File: src/hdl/bf16_multiplier_macros.svh
// assertion helpers for the bf16 multiplier
`ifndef BF16_MULTIPLIER_MACROS_SVH
`define BF16_MULTIPLIER_MACROS_SVH

// a property checked on every rising clock edge outside reset
`define BF_ASSERT(lbl, prop, msg) \
  lbl: assert property (@(posedge clk_i) disable iff (!rst_ni) (prop)) else $error(msg);

// an implication checked on every rising clock edge outside reset
`define BF_ASSERT_IMP(lbl, ante, cons, msg) \
  lbl: assert property (@(posedge clk_i) disable iff (!rst_ni) (ante) |-> (cons)) \
    else $error(msg);

`endif

File: src/hdl/bfm_pkg.sv
package bfm_pkg;

  localparam int unsigned BfBias = 127;
  localparam logic [15:0] BfQnan = 16'h7FC0;
  localparam int unsigned ExpW = 11;
  localparam int unsigned NumStages = 3;

  typedef enum logic [1:0] {
    SPECIAL_NONE = 2'd0,
    SPECIAL_NAN  = 2'd1,
    SPECIAL_ZERO = 2'd2,
    SPECIAL_INF  = 2'd3
  } special_e;

  typedef struct packed {
    logic                   sign;
    special_e               special;
    logic signed [ExpW-1:0] exp;
    logic [7:0]             ma;
    logic [7:0]             mb;
  } unpack_t;

  typedef struct packed {
    logic                   sign;
    special_e               special;
    logic signed [ExpW-1:0] exp;
    logic [15:0]            prod;
  } mult_t;

  // leading zero count of an 8-bit significand, 8 when zero
  function automatic logic [3:0] lzc8(input logic [7:0] v);
    logic [3:0] n;
    n = 4'd8;
    for (int i = 0; i < 8; i++) begin
      if (v[i]) begin
        n = 4'(7 - i);
      end
    end
    return n;
  endfunction

endpackage

File: src/hdl/bfm_unpack.sv
module bfm_unpack
  import bfm_pkg::*;
(
  input  logic [15:0] operand_a_i,
  input  logic [15:0] operand_b_i,
  output unpack_t     unp_o
);

  logic [7:0] ea, eb;
  logic [6:0] fa, fb;
  logic       za, zb, nana, nanb, infa, infb;
  logic [3:0] sha, shb;
  logic [7:0] sfa, sfb;
  logic signed [ExpW-1:0] xa, xb;

  always_comb begin
    ea = operand_a_i[14:7];
    eb = operand_b_i[14:7];
    fa = operand_a_i[6:0];
    fb = operand_b_i[6:0];
    za = (ea == 8'd0) && (fa == 7'd0);
    zb = (eb == 8'd0) && (fb == 7'd0);
    nana = (ea == 8'hFF) && (fa != 7'd0);
    nanb = (eb == 8'hFF) && (fb != 7'd0);
    infa = (ea == 8'hFF) && (fa == 7'd0);
    infb = (eb == 8'hFF) && (fb == 7'd0);
    sfa = {1'b0, fa};
    sfb = {1'b0, fb};
    sha = lzc8(sfa);
    shb = lzc8(sfb);
    if (ea == 8'd0) begin
      xa = ExpW'(1) - ExpW'(sha);
      unp_o.ma = sfa << sha;
    end else begin
      xa = ExpW'(ea);
      unp_o.ma = {1'b1, fa};
    end
    if (eb == 8'd0) begin
      xb = ExpW'(1) - ExpW'(shb);
      unp_o.mb = sfb << shb;
    end else begin
      xb = ExpW'(eb);
      unp_o.mb = {1'b1, fb};
    end
    unp_o.sign = operand_a_i[15] ^ operand_b_i[15];
    unp_o.exp = xa + xb - ExpW'(BfBias);
    if (nana || nanb || (infa && zb) || (infb && za)) begin
      unp_o.special = SPECIAL_NAN;
    end else if (za || zb) begin
      unp_o.special = SPECIAL_ZERO;
    end else if (infa || infb) begin
      unp_o.special = SPECIAL_INF;
    end else begin
      unp_o.special = SPECIAL_NONE;
    end
  end

endmodule

File: src/hdl/bfm_round.sv
module bfm_round
  import bfm_pkg::*;
(
  input  mult_t       mul_i,
  output logic [15:0] product_o
);

  logic signed [ExpW-1:0] e;
  logic [7:0]  mant;
  logic [7:0]  low;
  logic        up;
  logic [8:0]  mr;
  logic [3:0]  sh;
  logic [7:0]  sig, sig_sh, mask;
  logic        rbit, sticky;
  logic [8:0]  sr;

  always_comb begin
    e = mul_i.exp;
    if (mul_i.prod[15]) begin
      e = e + ExpW'(1);
      mant = mul_i.prod[15:8];
      low = mul_i.prod[7:0];
      up = (low > 8'h80) || ((low == 8'h80) && mant[0]);
    end else begin
      mant = mul_i.prod[14:7];
      low = {1'b0, mul_i.prod[6:0]};
      up = (low > 8'h40) || ((low == 8'h40) && mant[0]);
    end
    mr = {1'b0, mant} + 9'(up);
    if (mr[8]) begin
      mr = mr >> 1;
      e = e + ExpW'(1);
    end
    sig = {1'b1, mr[6:0]};
    sh = 4'((ExpW'(1) - e) & ExpW'(15));
    mask = 8'((9'd1 << (sh - 4'd1)) - 9'd1);
    rbit = sig[3'(sh - 4'd1)];
    sticky = (sig & mask) != 8'd0;
    sig_sh = sig >> sh;
    sr = {1'b0, sig_sh} + 9'(rbit && (sticky || sig_sh[0]));
    case (mul_i.special)
      SPECIAL_NAN:  product_o = BfQnan;
      SPECIAL_ZERO: product_o = {mul_i.sign, 15'd0};
      SPECIAL_INF:  product_o = {mul_i.sign, 8'hFF, 7'd0};
      default: begin
        if (e < ExpW'(-6)) begin
          product_o = {mul_i.sign, 15'd0};
        end else if (e <= ExpW'(0)) begin
          product_o = {mul_i.sign, 7'd0, sr[7:0]};
        end else if (e >= ExpW'(255)) begin
          product_o = {mul_i.sign, 8'hFF, 7'd0};
        end else begin
          product_o = {mul_i.sign, e[7:0], mr[6:0]};
        end
      end
    endcase
  end

endmodule

File: src/hdl/bf16_multiplier.sv
// Pipelined bfloat16 multiplier. One operand pair is taken every cycle (busy_o is
// always low) and its product appears with done_o high for one cycle, after
// passing through the unpack, 8x8 multiply and round stages in that order.
// The receiver cannot stall; products must be taken when done_o is high.
// NaN results are the canonical 0x7FC0; subnormal inputs are supported.
`include "bf16_multiplier_macros.svh"
module bf16_multiplier
  import bfm_pkg::*;
(
  input  logic        clk_i,
  input  logic        rst_ni,
  input  logic        start_i,
  output logic        busy_o,
  input  logic [15:0] operand_a_i,
  input  logic [15:0] operand_b_i,
  output logic        done_o,
  output logic [15:0] product_o
);

  unpack_t     unp_d, unp_q;
  mult_t       mul_d, mul_q;
  logic [15:0] prod_d, prod_q;
  logic [NumStages-1:0] vld_q;

  bfm_unpack u_unpack (
    .operand_a_i(operand_a_i),
    .operand_b_i(operand_b_i),
    .unp_o      (unp_d)
  );

  always_comb begin
    mul_d.sign    = unp_q.sign;
    mul_d.special = unp_q.special;
    mul_d.exp     = unp_q.exp;
    mul_d.prod    = unp_q.ma * unp_q.mb;
  end

  bfm_round u_round (
    .mul_i    (mul_q),
    .product_o(prod_d)
  );

  always_ff @(posedge clk_i or negedge rst_ni) begin
    if (!rst_ni) begin
      vld_q <= '0;
    end else begin
      vld_q <= {vld_q[NumStages-2:0], start_i};
    end
  end

  always_ff @(posedge clk_i) begin
    unp_q  <= unp_d;
    mul_q  <= mul_d;
    prod_q <= prod_d;
  end

  assign busy_o    = 1'b0;
  assign done_o    = vld_q[NumStages-1];
  assign product_o = prod_q;

  `BF_ASSERT_IMP(a_latency, start_i, ##3 done_o, "request lost in pipeline")
  `BF_ASSERT_IMP(a_no_extra, done_o, $past(start_i, 3), "result without request")
  `BF_ASSERT_IMP(a_nan_canon, done_o && product_o[14:7] == 8'hFF && product_o[6:0] != 7'd0,
    product_o == BfQnan, "non-canonical nan")
  `BF_ASSERT(a_never_busy, !busy_o, "busy raised")

endmodule

File: config.mk
export PLATFORM = sky130hd
export DESIGN_NAME = bf16_multiplier
export DESIGN_NICKNAME = d
export VERILOG_FILES = /design/src/hdl/bfm_pkg.sv /design/src/hdl/bfm_unpack.sv /design/src/hdl/bfm_round.sv /design/src/hdl/bf16_multiplier.sv
export VERILOG_INCLUDE_DIRS = /design/src /design/src/hdl
export SDC_FILE = /design/constraint.sdc
export NUM_CORES = 1
export LEC_CHECK = 0
export BUFFER_PORTS_ARGS = -buffer_cell sky130_fd_sc_hd__buf_4
export CAP_MARGIN = 10
export CORE_MARGIN = 5
export CORE_UTILIZATION = 35
export CTS_CLUSTER_DIAMETER = 30
export DETAILED_ROUTE_END_ITERATION = 7
export SLEW_MARGIN = 10
export SYNTH_ARGS = -nofsm -noshare
export SYNTH_HDL_FRONTEND = slang
export SYNTH_HIERARCHICAL = 1
export SYNTH_SLANG_ARGS = --single-unit
File: constraint.sdc
create_clock -name clk_i -period 6.25 [get_ports clk_i]
set_input_delay 0.625 -clock clk_i [delete_from_list [all_inputs] [get_ports clk_i]]
set_output_delay 0.625 -clock clk_i [all_outputs]
set_load 0.1 [all_outputs]
==> metrics.txt, run 1 <==
status=finished clean; total CTS buffers=9; Die W=160 microns; Startpoint Class=flop; Min-Delay Path Class=in2async; Setup-failing EPs final=0; Critical Path RT=6.51 ns; Congestion Overflow GR=0; Mapped Cells=917; fill count=2,273; worst-path maximum fanout=12; Fmax=198 MHz; Power Total=3680 uW; #FFs+latches synth=79; # nets final=1,086; CTS root buffer=clkbuf_16; Tot GR Track Use=0.140; Initial Util=0.358; final setup TNS=0 ns; Layout Cell Area excl Fill=0.00872 sq mm; share of cells above drive strength 1=0.152; Reg clk slew, reported paths=0.06 ns; Clock Latency Late Sink=0.34 ns; Simple-Gate Fraction of Synth Area=0.247; FP Rows=54; core area=0.0220 sq mm; Die Ht=160 microns; antenna cell count=0; Synth Flop Type=dfxtp_1; Yosys top cell area share=0.193; Core Util, Final=0.397; main combinational cell family by area after synthesis=simple AND/OR/NAND/NOR gates; mux share of post-synthesis cell area=0.0272; max-slew violations=0; area grow syn2layout=10.8%; CTS resizes=0; Post-CTS Repair Setup Buffers=0; Crit. End Element=flop; actual slew at the worst max-slew pin=0.808 ns; Synth area leader=dfxtp_1; Clock Path Buffers=2; most common cell in the netlist=nand2_1; syn_nets=1,056; Via density=5.31; Worst R2R Setup Slack=1.21 ns; antenna violations before repair=0; remaining antenna violation count=0; Routed WL=17,500 microns; Post-Syn Area per Cell=8.58 sq um; hold-fix buffers at CTS=0; post-synthesis sequential area ratio=0.203; Compound-Gate Fraction of Synth Area=0.191; Synth Area in Adders=0.201; CTS tree=built; Port Buf Inserts=51; area of the multi-input gates=0.00580 sq mm; final hold viol count=0; crit path time final=5.04 ns; Final WS setup=1.21 ns; slew margin rel.=0.461; pwr dens=422 mW/mm^2; Die ar.=0.0256 sq mm; first-pass GRT wire length=30,600 microns; TritonRoute pass-1 iters=5; FF/Latch Area=0.00160 sq mm; P_leak=0.00381 uW; H-tree Lvls=3; clk sinks=79; r2r worst-path depth=18; main area contributors after synthesis=dfxtp_1 (19%), ha_1 (11%), fa_1 (9.4%); vias in the first global route=6,466; I/O pins=53; Data arrival, critical path=5.30 ns; placed cell area=0.00841 sq mm; Placement Setup Slack=1.28 ns; Vias=6,536; Ys Warns=6; Post-synth EDFFs=0; distinct cell type count after synthesis=111; Async SR Flop Fraction=0.0380; largest net degree at the start of global routing=21; gpl congestion=0.881; crit path kind=reg2reg; Post-synth top cells=nand2_1 (86), dfxtp_1 (76), ha_1 (67), inv_1 (67), and2_1 (58); post-synthesis xor/xnor area fraction=0.0708; Clock Skew=0.0102 ns; period utilization=0.807; Starting DRT DRC Count=352; worst vdd ir=182 uV; RSZ-0062 raised after global routing=no; hpwl dp=14,000 microns; drt wl/cell=14.2 microns; drt drc=0; Mapped Area=0.00787 sq mm; Max Cap Viol=0
## registers in the layout, indices dropped and copies added (netlist names)
register	count
vld_q	3
product_o	16
unp_q	16
mul_q	30
mul_d	14
## cells in the final DEF, fill, tap and decap left out, types with 9 or more instances in the layout
cell type and n:
nand2_1 86, dfxtp_1 76, inv_1 67, ha_1 67, and2_1 58, buf_4 52
nor2_1 51, fa_1 37, o21ai_0 35, a21oi_1 32, xnor2_1 32, nand3_1 25
xor2_1 21, nor3_1 17, nand2b_1 15, nand4_1 13, a21o_1 12, mux2i_1 12
o22ai_1 10, nor4_1 9, clkbuf_16 9
## where the power goes
group	internal, uW	switching [uW]	total (uW)
logic	942	1460	2400
registers	631	123	753
clock network	314	213	527
## worst max-delay path, stage by stage (launching register included)
cell	delay, ns
dfxtp_1	0.29
or4_1	0.53
or4_1	0.42
a21oi_1	0.16
nor2_1	0.06
ha_1	0.22
ha_1	0.29
and4_2	0.28
nand3_1	0.14
xnor2_2	0.17
inv_2	0.18
xnor2_1	0.18
ha_1	0.50
mux4_2	0.57
o21ba_1	0.25
ha_1	0.21
nand4_1	0.12
xor2_1	0.17
o31ai_1	0.23
## worst paths after layout
check | startpoint | end
hold reg to reg | mul_d[21] | mul_q[21]
max in group asynchronous | rst_ni | vld_q[2]
min in group clk_i | mul_d[21] | mul_q[21]
hold / removal | rst_ni | vld_q[1]
setup / recovery | mul_q[5] | product_o[6]
setup reg to reg | mul_q[5] | product_o[6]
## cell type report
type                            count  area share
Clock buffer                        9      0.0258
Tap cell                          280      0.0402
Clock inverter                      7     0.00890
Inverter                           72      0.0313
Sequential cell                    79       0.183
Multi-Input combinational cell    733       0.666
Timing Repair Buffer               52      0.0448
## cell families after synthesis
family,after synthesis
AOI/OAI and AO/OA,201
DFF,79
and+or+nand+nor,350
adders and majority gates,104
other,1
xor gates and xnor gates,58
buffers and inverters,105
muxes,19
## metrics by stage
| step | hold slack (ns) | cells |
|---|---|---|
| floorplan | 0.310 | 917 |
| global placement | 0.310 | 1216 |
| detailed placement | 0.312 | 1216 |
| CTS | 0.0425 | 1232 |
| global route | 0.0403 | 1232 |
| finish | 0.0584 | 1232 |
## per-layer routing
| metal | GRT usage | routed length [microns] |
|---|---|---|
| met1 | 0.188 | 8400 |
| met2 | 0.229 | 8090 |
| met3 | 0.0240 | 625 |
| met4 | 0.0434 | 387 |
| met5 | 0 | 0 |
No activity file was read; power rests on OpenSTA's default activity.
==> run 2: changes to the inputs <==
==> constraint.sdc (replaced) <==
create_clock -name clk_i -period 4.7 [get_ports clk_i]
set_input_delay 0.47 -clock clk_i [delete_from_list [all_inputs] [get_ports clk_i]]
set_output_delay 0.47 -clock clk_i [all_outputs]
set_load 0.1 [all_outputs]
==> run 2 against run 1 <==
Clock power up 29%. First-iteration DRC count up 8.5%. Combinational power up 38%. Worst hold slack better by 0.17 ns. Sequential share of layout area down 0.32 points. Via count up 0.92%. Global-route usage about the same. Clock skew down 0.00062 ns. Worst setup slack worse by 0.93 ns. Flip-flop and latch count unchanged. Core utilization up 0.71 points. Register-to-register slack worse by 0.93 ns.
==> metrics.txt, run 2 (same netlist as run 1, synthesis figures left out) <==
crit path max-delay cell type=or4_1; crit path time final=4.42 ns; max-slew violations=0; status=finished clean; register with the most flip-flops=mul_q; share of cells above drive strength 1=0.171; pwr dens=561 mW/mm^2; clk sinks=79; commonest non-fill, non-tap cell in the layout=nand2_1; vias in the first global route=6,645; Crit. End Element=flop; Crit path largest cell delay=0.54 ns; I/O pins=53; crit path kind=reg2reg; max layer used=met4; CTS root buffer=clkbuf_16; Max Cap Viol=0; core area=0.0220 sq mm; Core Util, Final=0.404; Min-Delay Path Class=in2reg; P_leak=0.00388 uW; Critical Path RT=4.96 ns; CTS tree=built; FP Rows=54; TritonRoute pass-1 iters=4; Die W=160 microns; Clock Skew=0.00960 ns; Clock Latency Late Sink=0.34 ns; final setup TNS=0 ns; hpwl dp=14,300 microns; wire length on met3=541 microns; Port Buf Inserts=51; RSZ-0062 raised after global routing=no; Clock Path Buffers=2; Die ar.=0.0256 sq mm; Initial Util=0.358; Startpoint Class=flop; Congestion Overflow GR=0; Die Ht=160 microns; hold slack=0.227 ns; area grow syn2layout=12.8%; largest net degree at the start of global routing=20; antenna cell count=0; drt wl/cell=14.2 microns; Post-Route M1 WL=8490 microns; worst-path maximum fanout=10; worst vdd ir=226 uV; H-tree Lvls=3; Hold Path Stages=1; total CTS buffers=9; # nets final=1,102; gpl congestion=0.906; Vias=6,596; most frequent cells in the layout=nand2_1 (86), dfxtp_1 (76), inv_1 (67), buf_4 (67), ha_1 (64); drt drc=0; Via density=5.29; Reg clk slew, reported paths=0.07 ns; Setup-failing EPs final=0; remaining antenna violation count=0; final hold viol count=0; placed cell area=0.00853 sq mm; r2r worst-path depth=18; Data arrival, critical path=4.68 ns; first-pass GRT wire length=31,000 microns; max FFs per register=30; period utilization=0.940; Tot GR Track Use=0.140; Starting DRT DRC Count=382; actual slew at the worst max-slew pin=0.580 ns; Routed WL=17,800 microns; cells along the critical path=or4_1, or4_1, a21oi_1, nor2_1, ha_1, ha_1, nand4_2, nor2_4, o21ai_4, inv_4, xnor2_2, ha_4, mux4_2, o21ba_1, ha_2, nand4_1, xor2_1, o31ai_1; antenna violations before repair=0; DR WL met2=8500 microns; Layout Cell Area excl Fill=0.00887 sq mm; Fmax=226 MHz; slew margin rel.=0.603
## run 2: worst paths after layout
kind	slack (ns)	from	end
setup / recovery	0.28	mul_q[5]	product_o[6]
hold / removal	0.23	start_i	vld_q[0]
setup reg to reg	0.28	mul_q[5]	product_o[6]
hold reg to reg	0.33	mul_d[26]	mul_q[26]
max in group asynchronous	4.17	rst_ni	vld_q[0]
min in group asynchronous	0.44	rst_ni	vld_q[1]
## run 2: repair_timing
| action | CTS | global route |
|---|---|---|
| hold endpoints to repair | 3 | 0 |
| gates resized for setup | 0 | 7 |
| hold buffers | 1 | 0 |
| buffers inserted | 0 | 0 |
| setup endpoints to repair | 0 | 5 |
## run 2: power breakdown
part | internal [uW] | switching (uW) | total (uW)
combinational | 1330 | 1990 | 3320
clock | 376 | 307 | 682
sequential | 838 | 139 | 978
## run 2: area by class of cell
type	count	area (sq um)
fillers	2212	13100
multi-input cells	733	5840
flip-flops and latches	79	1600
repair buffers	68	513
well taps	280	350
inverters	72	273
clock buffers	9	225
clock inverters	7	75.1
## run 2: stage by stage
| stage | worst slack [ns] | total power [uW] | cells |
|---|---|---|---|
| 6_report | 0.281 | 4980 | 1248 |
| 5_1_grt | 0.0298 | 5410 | 1248 |
| 4_1_cts | 0.0522 | 4970 | 1248 |
| 3_5_place_dp | 0.0786 | 4260 | 1231 |
| 3_3_place_gp | 0.148 | 4270 | 1231 |
| 2_1_floorplan | 0.0151 | 3570 | 917 |
## run 2: critical path, delay by kind of cell, from the launching register on
family	cells	cell delay [ns]
muxes	1	0.52
AOI/OAI and AO/OA	4	0.84
and+or+nand+nor	6	1.33
buffers and inverters	1	0.08
DFF	1	0.30
adders and majority gates	4	0.97
xor gates and xnor gates	2	0.31
## run 2: metal layers
| metal | global-route usage | up-vias |
|---|---|---|
| li1 | - | 3327 |
| met1 | 0.186 | 3119 |
| met2 | 0.241 | 130 |
| met3 | 0.0157 | 20 |
| met4 | 0.0395 | 0 |
| met5 | 0 | - |
